===== src/design/pgwalk_pkg.sv =====
// Shared types and constants for the four-level page-table walker.
// No dependencies; every other design file refers to it by scoped names.
package pgwalk_pkg;

  // Field widths fixed by the page-table format
  localparam int VA_W    = 48;
  localparam int PA_W    = 52;
  localparam int ENTRY_W = 64;
  localparam int WIDX_W  = 12;
  localparam int BASE_W  = 40;   // table address bits 51:12
  localparam int IDX_W   = 9;    // index bits per table level (512 entries)
  localparam int WORD_W  = BASE_W + IDX_W;  // store word number of an entry

  // Entry bit positions
  localparam int BIT_PRESENT = 0;
  localparam int BIT_USER    = 2;
  localparam int BIT_SIZE    = 7;

  // Item opcodes
  localparam logic OP_WRITE     = 1'b0;
  localparam logic OP_TRANSLATE = 1'b1;

  // Fault kinds
  localparam logic [1:0] FAULT_NONE        = 2'd0;
  localparam logic [1:0] FAULT_NOT_PRESENT = 2'd1;
  localparam logic [1:0] FAULT_NOT_USER    = 2'd2;
  localparam logic [1:0] FAULT_OUTSIDE     = 2'd3;

  // Page size codes
  localparam logic [1:0] PAGE_4K = 2'd0;
  localparam logic [1:0] PAGE_2M = 2'd1;
  localparam logic [1:0] PAGE_1G = 2'd2;

  // Walk levels
  localparam logic [1:0] LEVEL_TOP  = 2'd0;
  localparam logic [1:0] LEVEL_1G   = 2'd1;
  localparam logic [1:0] LEVEL_2M   = 2'd2;
  localparam logic [1:0] LEVEL_LEAF = 2'd3;

  typedef enum logic [1:0] {
    ST_IDLE,
    ST_LOOKUP,
    ST_CHECK
  } walk_state_t;

  typedef struct packed {
    logic                mapped;
    logic [PA_W-1:0]     physical_address;
    logic [1:0]          page_size_code;
    logic [ENTRY_W-1:0]  leaf_entry;
    logic [1:0]          fault_kind;
    logic [1:0]          fault_level;
  } walk_result_t;

endpackage


===== src/design/pgwalk_ifs.sv =====
// Handshake channels of the page-table walker: request, response, root write.
// Depends on pgwalk_pkg for field widths.
interface pgwalk_req_if;
  logic                             valid;
  logic                             ready;
  logic                             opcode;
  logic [pgwalk_pkg::WIDX_W-1:0]    word_index;
  logic [pgwalk_pkg::ENTRY_W-1:0]   entry_value;
  logic [pgwalk_pkg::VA_W-1:0]      virtual_address;

  modport source (output valid, opcode, word_index, entry_value, virtual_address,
                  input ready);
  modport sink (input valid, opcode, word_index, entry_value, virtual_address,
                output ready);
endinterface



===== src/design/pgwalk_walker.sv =====
// Walk sequencer: takes request words, writes table words, walks four levels.
// Depends on pgwalk_pkg and pgwalk_req_if; drives pgwalk_store's ports.
module pgwalk_walker #(
  parameter int TABLE_WORDS = 4096,
  localparam int AW = $clog2(TABLE_WORDS)
) (
  input  logic                           clk,
  input  logic                           rst,
  pgwalk_req_if.sink                     req,
  input  logic [pgwalk_pkg::PA_W-1:0]    root,
  input  logic                           clearing,
  output logic                           wr_en,
  output logic [AW-1:0]                  wr_addr,
  output logic [pgwalk_pkg::ENTRY_W-1:0] wr_data,
  output logic                           rd_en,
  output logic [AW-1:0]                  rd_addr,
  input  logic [pgwalk_pkg::ENTRY_W-1:0] rd_data,
  output logic                           res_valid,
  input  logic                           res_ready,
  output pgwalk_pkg::walk_result_t       res
);

  pgwalk_pkg::walk_state_t            state;
  pgwalk_pkg::walk_state_t            state_next;
  logic [1:0]                         level;
  logic [pgwalk_pkg::BASE_W-1:0]      table_base;
  logic [pgwalk_pkg::VA_W-1:0]        va;

  logic [pgwalk_pkg::IDX_W-1:0]       idx;
  logic [pgwalk_pkg::WORD_W-1:0]      word;
  logic [pgwalk_pkg::WORD_W-1:0]      widx;
  logic                               oob;
  logic                               accept;
  logic                               descend;

  assign idx = (level == pgwalk_pkg::LEVEL_TOP) ? va[47:39] :
               (level == pgwalk_pkg::LEVEL_1G)  ? va[38:30] :
               (level == pgwalk_pkg::LEVEL_2M)  ? va[29:21] : va[20:12];
  assign word = {table_base, idx};
  assign oob  = word >= pgwalk_pkg::WORD_W'(TABLE_WORDS);
  assign widx = pgwalk_pkg::WORD_W'(req.word_index);

  // Outputs and per-state decisions
  always_comb begin
    req.ready = (state == pgwalk_pkg::ST_IDLE) && !clearing;
    accept    = req.valid && req.ready;
    wr_en     = accept && (req.opcode == pgwalk_pkg::OP_WRITE) &&
                (widx < pgwalk_pkg::WORD_W'(TABLE_WORDS));
    wr_addr   = widx[AW-1:0];
    wr_data   = req.entry_value;
    rd_en     = (state == pgwalk_pkg::ST_LOOKUP) && !oob;
    rd_addr   = word[AW-1:0];
    res_valid = 1'b0;
    descend   = 1'b0;
    res       = '0;
    res.fault_level = level;
    unique case (state)
      pgwalk_pkg::ST_LOOKUP: begin
        if (oob) begin
          res_valid      = 1'b1;
          res.fault_kind = pgwalk_pkg::FAULT_OUTSIDE;
        end
      end
      pgwalk_pkg::ST_CHECK: begin
        res_valid = 1'b1;
        priority if (!rd_data[pgwalk_pkg::BIT_PRESENT]) begin
          res.fault_kind = pgwalk_pkg::FAULT_NOT_PRESENT;
          res.leaf_entry = rd_data;
        end else if (!rd_data[pgwalk_pkg::BIT_USER]) begin
          res.fault_kind = pgwalk_pkg::FAULT_NOT_USER;
          res.leaf_entry = rd_data;
        end else if (level == pgwalk_pkg::LEVEL_1G && rd_data[pgwalk_pkg::BIT_SIZE]) begin
          res.mapped           = 1'b1;
          res.physical_address = {rd_data[51:30], va[29:0]};
          res.page_size_code   = pgwalk_pkg::PAGE_1G;
          res.leaf_entry       = rd_data;
        end else if (level == pgwalk_pkg::LEVEL_2M && rd_data[pgwalk_pkg::BIT_SIZE]) begin
          res.mapped           = 1'b1;
          res.physical_address = {rd_data[51:21], va[20:0]};
          res.page_size_code   = pgwalk_pkg::PAGE_2M;
          res.leaf_entry       = rd_data;
        end else if (level == pgwalk_pkg::LEVEL_LEAF) begin
          res.mapped           = 1'b1;
          res.physical_address = {rd_data[51:12], va[11:0]};
          res.page_size_code   = pgwalk_pkg::PAGE_4K;
          res.leaf_entry       = rd_data;
        end else begin
          res_valid = 1'b0;
          descend   = 1'b1;
        end
      end
      default: begin
      end
    endcase
  end

  // Next state
  always_comb begin
    state_next = state;
    unique case (state)
      pgwalk_pkg::ST_IDLE: begin
        if (accept && req.opcode == pgwalk_pkg::OP_TRANSLATE) begin
          state_next = pgwalk_pkg::ST_LOOKUP;
        end
      end
      pgwalk_pkg::ST_LOOKUP: begin
        if (!oob) begin
          state_next = pgwalk_pkg::ST_CHECK;
        end else if (res_ready) begin
          state_next = pgwalk_pkg::ST_IDLE;
        end
      end
      pgwalk_pkg::ST_CHECK: begin
        if (descend) begin
          state_next = pgwalk_pkg::ST_LOOKUP;
        end else if (res_ready) begin
          state_next = pgwalk_pkg::ST_IDLE;
        end
      end
      default: state_next = pgwalk_pkg::ST_IDLE;
    endcase
  end

  always_ff @(posedge clk) begin
    if (rst) begin
      state <= pgwalk_pkg::ST_IDLE;
      level <= pgwalk_pkg::LEVEL_TOP;
    end else begin
      state <= state_next;
      if (accept && req.opcode == pgwalk_pkg::OP_TRANSLATE) begin
        level <= pgwalk_pkg::LEVEL_TOP;
      end else if (state == pgwalk_pkg::ST_CHECK && descend) begin
        level <= level + 2'd1;
      end
    end
  end

  // Walk payload: address under translation and current table base
  always_ff @(posedge clk) begin
    if (accept && req.opcode == pgwalk_pkg::OP_TRANSLATE) begin
      va         <= req.virtual_address;
      table_base <= root[51:12];
    end else if (state == pgwalk_pkg::ST_CHECK && descend) begin
      table_base <= rd_data[51:12];
    end
  end

endmodule


===== src/flat_wrapper.sv =====
// flat-port wrapper written by rule: the top's interface ports become plain ports
module pgwalk_walker_flat 
#(
  parameter int TABLE_WORDS = 4096,
  localparam int AW = $clog2(TABLE_WORDS)
)
  (clk, rst, root, clearing, wr_en, wr_addr, wr_data, rd_en, rd_addr, rd_data, res_valid, res_ready, res, req_valid, req_opcode, req_word_index, req_entry_value, req_virtual_address, req_ready);
  pgwalk_req_if req_i ();
  input  logic clk;
  input  logic rst;
  input  logic [pgwalk_pkg::PA_W-1:0] root;
  input  logic clearing;
  output logic wr_en;
  output logic [AW-1:0] wr_addr;
  output logic [pgwalk_pkg::ENTRY_W-1:0] wr_data;
  output logic rd_en;
  output logic [AW-1:0] rd_addr;
  input  logic [pgwalk_pkg::ENTRY_W-1:0] rd_data;
  output logic res_valid;
  input  logic res_ready;
  output pgwalk_pkg::walk_result_t res;
  input wire logic [$bits(req_i.valid)-1:0] req_valid;
  input wire logic [$bits(req_i.opcode)-1:0] req_opcode;
  input wire logic [$bits(req_i.word_index)-1:0] req_word_index;
  input wire logic [$bits(req_i.entry_value)-1:0] req_entry_value;
  input wire logic [$bits(req_i.virtual_address)-1:0] req_virtual_address;
  output wire logic [$bits(req_i.ready)-1:0] req_ready;
  assign req_i.valid = req_valid;
  assign req_i.opcode = req_opcode;
  assign req_i.word_index = req_word_index;
  assign req_i.entry_value = req_entry_value;
  assign req_i.virtual_address = req_virtual_address;
  assign req_ready = req_i.ready;
  pgwalk_walker #(.TABLE_WORDS(TABLE_WORDS)) u_core (.clk(clk), .rst(rst), .req(req_i), .root(root), .clearing(clearing), .wr_en(wr_en), .wr_addr(wr_addr), .wr_data(wr_data), .rd_en(rd_en), .rd_addr(rd_addr), .rd_data(rd_data), .res_valid(res_valid), .res_ready(res_ready), .res(res));
endmodule

===== config.mk =====
export PLATFORM = sky130hd
export DESIGN_NAME = pgwalk_walker_flat
export DESIGN_NICKNAME = d
export VERILOG_FILES = /design/src/design/pgwalk_pkg.sv /design/src/design/pgwalk_ifs.sv /design/src/design/pgwalk_walker.sv /design/src/flat_wrapper.sv
export SDC_FILE = /design/constraint.sdc
export NUM_CORES = 1
export LEC_CHECK = 0
export BUFFER_PORTS_ARGS = -buffer_cell sky130_fd_sc_hd__buf_2
export CAP_MARGIN = 10
export CORE_AREA = 2 2 178 180
export DETAILED_ROUTE_END_ITERATION = 10
export DIE_AREA = 0 0 180 182
export GPL_TIMING_DRIVEN = 1
export PLACE_DENSITY_LB_ADDON = 0.12
export SYNTH_ARGS = -nofsm -noshare
export SYNTH_HDL_FRONTEND = slang
export SYNTH_SLANG_ARGS = --single-unit

===== constraint.sdc =====
create_clock -name clk -period 3.5 [get_ports clk]
set_input_delay 0.175 -clock clk [delete_from_list [all_inputs] [get_ports clk]]
set_output_delay 0.175 -clock clk [all_outputs]
set_load 0.02 [all_outputs]

== Word-level counts from Yosys, hierarchy flattened ==
Cells that the tools add are included.

* $add $sub $neg: 1
* Order comparisons: 2
* Equality and inequality tests: 6
* Muxes and demuxes: 34
* Bitwise gates (word level): 1
* Reduce and logical (&&, ||, !) cells: 15

{| class="wikitable"
|+ Operator list
! operator !! number
|-
| two-way mux 119 bit || 4
|-
| two-way mux 55 bit || 2
|-
| two-way mux 40 bit || 2
|-
| two-way mux 66 bit || 1
|-
| two-way mux 64 bit || 1
|-
| greater-or-equal comparator 49 x 13 -> 1 bit (second input constant) || 1
|-
| two-way mux 9 bit || 3
|-
| less-than comparator 12 x 13 -> 1 bit (second input constant) || 1
|-
| two-way mux 1 bit || 12
|-
| two-way mux 2 bit || 6
|-
| logical AND 1 bit || 9
|-
| equality test 2 bit (second input constant) || 3
|-
| one-hot mux 2 bit (3 select lines) || 1
|-
| equality test 2 x 1 -> 1 bit (second input constant) || 2
|-
| zero test 2 bit || 2
|-
| one-hot mux 2 bit (2 select lines) || 1
|-
| adder 2 x 1 -> 2 bit (second input constant) || 1
|-
| zero test 1 bit || 2
|-
| inequality test 2 bit (second input constant) || 1
|-
| one-hot mux 1 bit (2 select lines) || 1
|-
| nonzero test 2 bit || 1
|-
| OR reduction 2 bit || 1
|-
| NOT 1 bit || 1
|}

* Register bits: 92
* Input bits: 246
* Output and inout bits: 215
* Word-level logic and storage cells: 63

== Logic depth before layout (Yosys ltp) ==
* Depth after elaboration: 10
* Depth in mapped cells: 9
* Depth with buffers taken out: 7

== Least setup slack after synthesis ==
No wires, ideal clock.

* Path kind: register to register
* Start: register u_core.state[0]
* End: register u_core.table_base[0] in the netlist's numbering, enable pin
* Library setup time: 0.379 ns
* Arrival time: 2.488 ns
* Data required time: 3.121 ns
* Path slack: 0.633 ns
* Stages on the path, launching flop included: 8
* Buffers on the path: 2
* Period minus slack after synthesis: 2.867 ns
* Path through: dfxtp_1 -> inv_1 -> ha_1 -> nor2b_1 -> and3_1 -> buf_4 -> buf_4 -> or2_2

* Word-level cells in the longest chain between the ends: 5
* Elaborated cells on any way between the ends: 8
* Those cells by class: eq/ne: 1; mux: 1; reduce/logical: 6

{| class="wikitable"
|+ RTL lines
! item !! RTL line !! RTL
|-
| start, declared || pgwalk_walker.sv:23 || <nowiki>pgwalk_pkg::walk_state_t state;</nowiki>
|-
| start signal, assigned || pgwalk_walker.sv:126 || <nowiki>state <= pgwalk_pkg::ST_IDLE;</nowiki>
|-
| start signal, assigned || pgwalk_walker.sv:129 || <nowiki>state <= state_next;</nowiki>
|-
| zero test 2 bit || pgwalk_walker.sv:45 || <nowiki>req.ready = (state == pgwalk_pkg::ST_IDLE) && !clearing;</nowiki>
|-
| logical AND 1 bit || pgwalk_walker.sv:45 ||
|-
| via req_ready || flat_wrapper.sv:27 || <nowiki>output wire logic [$bits(req_i.ready)-1:0] req_ready;</nowiki>
|-
| logical AND 1 bit || pgwalk_walker.sv:46 || <nowiki>accept = req.valid && req.ready;</nowiki>
|-
| logical AND 1 bit || pgwalk_walker.sv:140 || <nowiki>if (accept && req.opcode == pgwalk_pkg::OP_TRANSLATE) begin</nowiki>
|-
| nonzero test 2 bit (no line) || -- ||
|-
| end signal, assigned || pgwalk_walker.sv:142 || <nowiki>table_base <= root[51:12];</nowiki>
|-
| end signal, assigned || pgwalk_walker.sv:144 || <nowiki>table_base <= rd_data[51:12];</nowiki>
|-
| end, declared || pgwalk_walker.sv:26 || <nowiki>logic [pgwalk_pkg::BASE_W-1:0] table_base;</nowiki>
|}

The timed path passes the listed nets, and every way through them passes these cells.
A chain may end at the register's enable or synchronous reset.

==> summary.json <==
{
  "status": "complete, no violations",
  "finalCriticalPeriod_ps": 2812,
  "cp_data_arrival_time_ps": 2640,
  "antenna_violations_before_repair": 2,
  "synth_area_leader_cell": "edfxtp_1",
  "cp-start-kind": "flop",
  "pwr-share-comb": 0.128,
  "worst_hold_path.num_cells": 2,
  "timing.final.crit_share": 0.8035,
  "drt_first_pass_iters": 4,
  "synthTopCellsByCount": "and2_1, buf_4, edfxtp_1",
  "gp_congestion": 0.7254,
  "slew_headroom": 0.4637,
  "worst_hold_path.endpoint": "u_core.level[0]",
  "synth_area_in_simple_gates": 0.1931,
  "ant_nets": 0,
  "cts-buffers-inserted": 9,
  "worstSetupPathType": "flop to output pin",
  "synth_most_common_cell": "and2_1",
  "peakVddDrop_uv": 176.6,
  "drive_gt1_frac": 0.4698,
  "ys_seq_area_frac": 0.4943,
  "timing.critical_path.cells": "inv_1 > ha_1 > o21a_2 > buf_4 > nor2_1 > or2_1 > buf_4 > a21oi_1 > buf_2",
  "via_per_instance_ratio": 3.811,
  "max_slew_vio_count": 0,
  "worst_reg2reg_setup_slack_ps": 950,
  "critical_path.most_common_cell": "buf_4",
  "synth_top_area_share": 0.4798,
  "maximum_number_of_pins_on_one_net_before_global_route_repair": 65,
  "crit_path_max_incr_delay_ps": 450,
  "numClockSinks": 92,
  "power.total_mw": 2.745,
  "seqPwrFrac": 0.470,
  "number_of_flip_flops_and_latches_in_the_synthesized_netlist": 92,
  "dieHeight_um": 182,
  "route.vias.total": 4497,
  "timing.hold.worst.class": "input port to flop",
  "clk-insertion-delay-late_ps": 360,
  "cts-htree-levels": 3,
  "final_nets": 1027,
  "core-area_um2": 30990,
  "fill_cell_count": 3407,
  "worst_setup_hold_path_clk_slew_ps": 80,
  "via_count_of_the_first_global_routing_pass": 4773,
  "worst_hold_startpoint": "rst",
  "synth.mux.area_fraction": 0.09995,
  "p_per_area_nw_per_um2": 357.2,
  "max_cap_viol_count": 0,
  "r2r-end": "u_core.table_base[31]",
  "die_w_um": 180,
  "max_clock_freq_mhz": 355.6,
  "finish.instance_area_um2": 7686,
  "largest_family_of_logic_cells_by_synthesized_area": "simple AND/OR/NAND/NOR gates",
  "final-hold-violation-count": 0,
  "crit_path_slowest_cell": "dfxtp_1",
  "drt-total-wl_um": 22480,
  "power.static_leakage_nw": 3.438,
  "worst_setup_path_startpoint": "u_core.level[0]",
  "yosys.area_share.xor_xnor": 0.001590,
  "crit-reg2reg-launch": "u_core.level[0]",
  "non_filler_instance_count_after_layout": 1180,
  "clk_root_buffer_cell": "clkbuf_16",
  "initialDrtViolationCount": 128,
  "synthesis.instances": 511,
  "drc": 0,
  "hold_slack_ps": 88.26,
  "port-buffer-count": 296,
  "rsz0062_at_grt": "no",
  "area_delta_synth_final_pct": 39.55,
  "synth_area_um2": 5508,
  "crit_fanout": 18,
  "die_area_um2": 32760,
  "ys_types": 42,
  "placed_inst_area_um2": 6860,
  "grt_pass1_wl_um": 31780,
  "reg2reg_depth": 7,
  "post_drt_wl_per_cell_um": 19.05,
  "initial_core_util": 0.1778,
  "setup_violations": 0,
  "finalCoreUtilization": 0.2481,
  "post_synth.cell_area_avg_um2": 10.78,
  "synth-adder-area-share": 0.02045,
  "synthTopCellsByArea": "edfxtp_1, buf_4, and2_1",
  "placement.setup.worst_slack_ps": 839.9,
  "p_int_mw": 2.088,
  "design.portCount": 461,
  "all_layer_global_routing_usage": 0.1333,
  "power.switching_uw": 657.3,
  "sort_of_element_at_the_end_of_the_critical_path": "output pin",
  "share_of_the_synthesized_area_in_compound_gates_ao_oa_aoi_oai": 0.05475,
  "setup_slack_ps": 687.6,
  "cts-root-to-sink-buffers": 2,
  "totalNegativeSetupSlack_ps": 0,
  "post-dp-hpwl_um": 18020,
  "cts_tree": "built",
  "worst_pin_slew_ps": 799.1,
  "power.share.switching": 0.2395,
  "rows": 65,
  "syn-num-nets": 766,
  "timing.clock.skew_ps": 13.12,
  "number_of_enable_flip_flop_cells_after_synthesis": 88,
  "ys_dominant_reg_cell": "edfxtp_1",
  "p_clk_frac": 0.402,
  "overflow": 0,
  "synthArstFlopShare": 0,
  "cp_data_required_time_ps": 3320,
  "dp_cells": 1114,
  "synthesis.yosys.warnings": 0
}
[final cells by class]
| cell class | count | area (um2) | share of cell area |
|---|---|---|---|
| sequential | 92 | 2723 | 0.3542 |
| timing repair buffer | 352 | 2059 | 0.2679 |
| multi-input combinational | 309 | 2043 | 0.2658 |
| tap | 402 | 503.0 | 0.06544 |
| clock buffer | 10 | 229.0 | 0.02979 |
| clock inverter | 6 | 93.84 | 0.01221 |
| inverter | 8 | 32.53 | 0.004232 |
| antenna | 1 | 2.502 | 0.0003256 |
[worst max-delay path by stage]
stage                                 endpoint  slack [ps]
after global placement               res_valid         840
after detailed placement             res_valid         840
after floorplan           u_core.table_base[0]         630
after CTS                            res_valid         420
final                                  res[85]         690
after global routing                   res[81]         460
[sequential cells by signal, summed over array words and instances (netlist names)]
| signal | cells |
|---|---|
| u_core.va | 48 |
| u_core.table_base | 40 |
| u_core.level | 2 |
| u_core.state | 2 |
[power groups by stage]
| stage | registers [mW] | logic (mW) | clock network (mW) |
|---|---|---|---|
| after floorplan | 1.31 | 0.279 | 0 |
| after global placement | 1.32 | 0.319 | 0 |
| after detailed placement | 1.32 | 0.317 | 0 |
| after CTS | 1.29 | 0.362 | 1.15 |
| after global routing | 1.29 | 0.393 | 1.19 |
| final | 1.29 | 0.352 | 1.10 |
[critical path, delay by kind of cell, from the launching register on]
kind	cells	cell delay (ps)
DFF	1	450
AOI/OAI and AO/OA	2	310
and+or+nand+nor	2	440
adders and majority gates	1	280
buffers and inverters	4	800
[cell usage in the layout (no fill, tap or decap), types with 2 or more instances in the layout]
cell type	count
a21oi_1	29
and2_1	97
buf_12	3
buf_2	296
buf_4	5
bufinv_16	2
clkbuf_16	9
dfxtp_1	4
dlygate4sd3_1	48
edfxtp_1	88
ha_1	9
inv_1	7
inv_6	2
mux2_2	40
mux2i_1	10
nand2_1	53
nor2_1	18
nor2b_1	2
nor3_1	4
nor4_1	9
o21ai_0	14
or3_1	2
[kinds of logic after synthesis]
logic type / Yosys count
AO/OA/AOI/OAI: 54
XOR/XNOR: 1
adder cells (fa/ha/maj): 9
buffers and inverters: 110
flip-flops: 92
multiplexers: 50
AND/OR/NAND/NOR: 195
[repair_timing]
action / CTS / global route
hold endpoints to repair: 48 / 0
gates resized for setup: 0 / 0
hold buffers: 48 / 0
buffers inserted: 0 / 0
[layer usage]
| layer | track usage | up-vias | share of wire |
|---|---|---|---|
| met1 | 0.1362 | 2026 | 0.35 |
| met4 | 0.05268 | 2 | 0.026 |
| met5 | 0.002963 | - | 0.00058 |
| li1 | - | 2206 | - |
| met2 | 0.2400 | 235 | 0.52 |
| met3 | 0.05616 | 28 | 0.099 |
No activity file was read; power rests on OpenSTA's default activity.
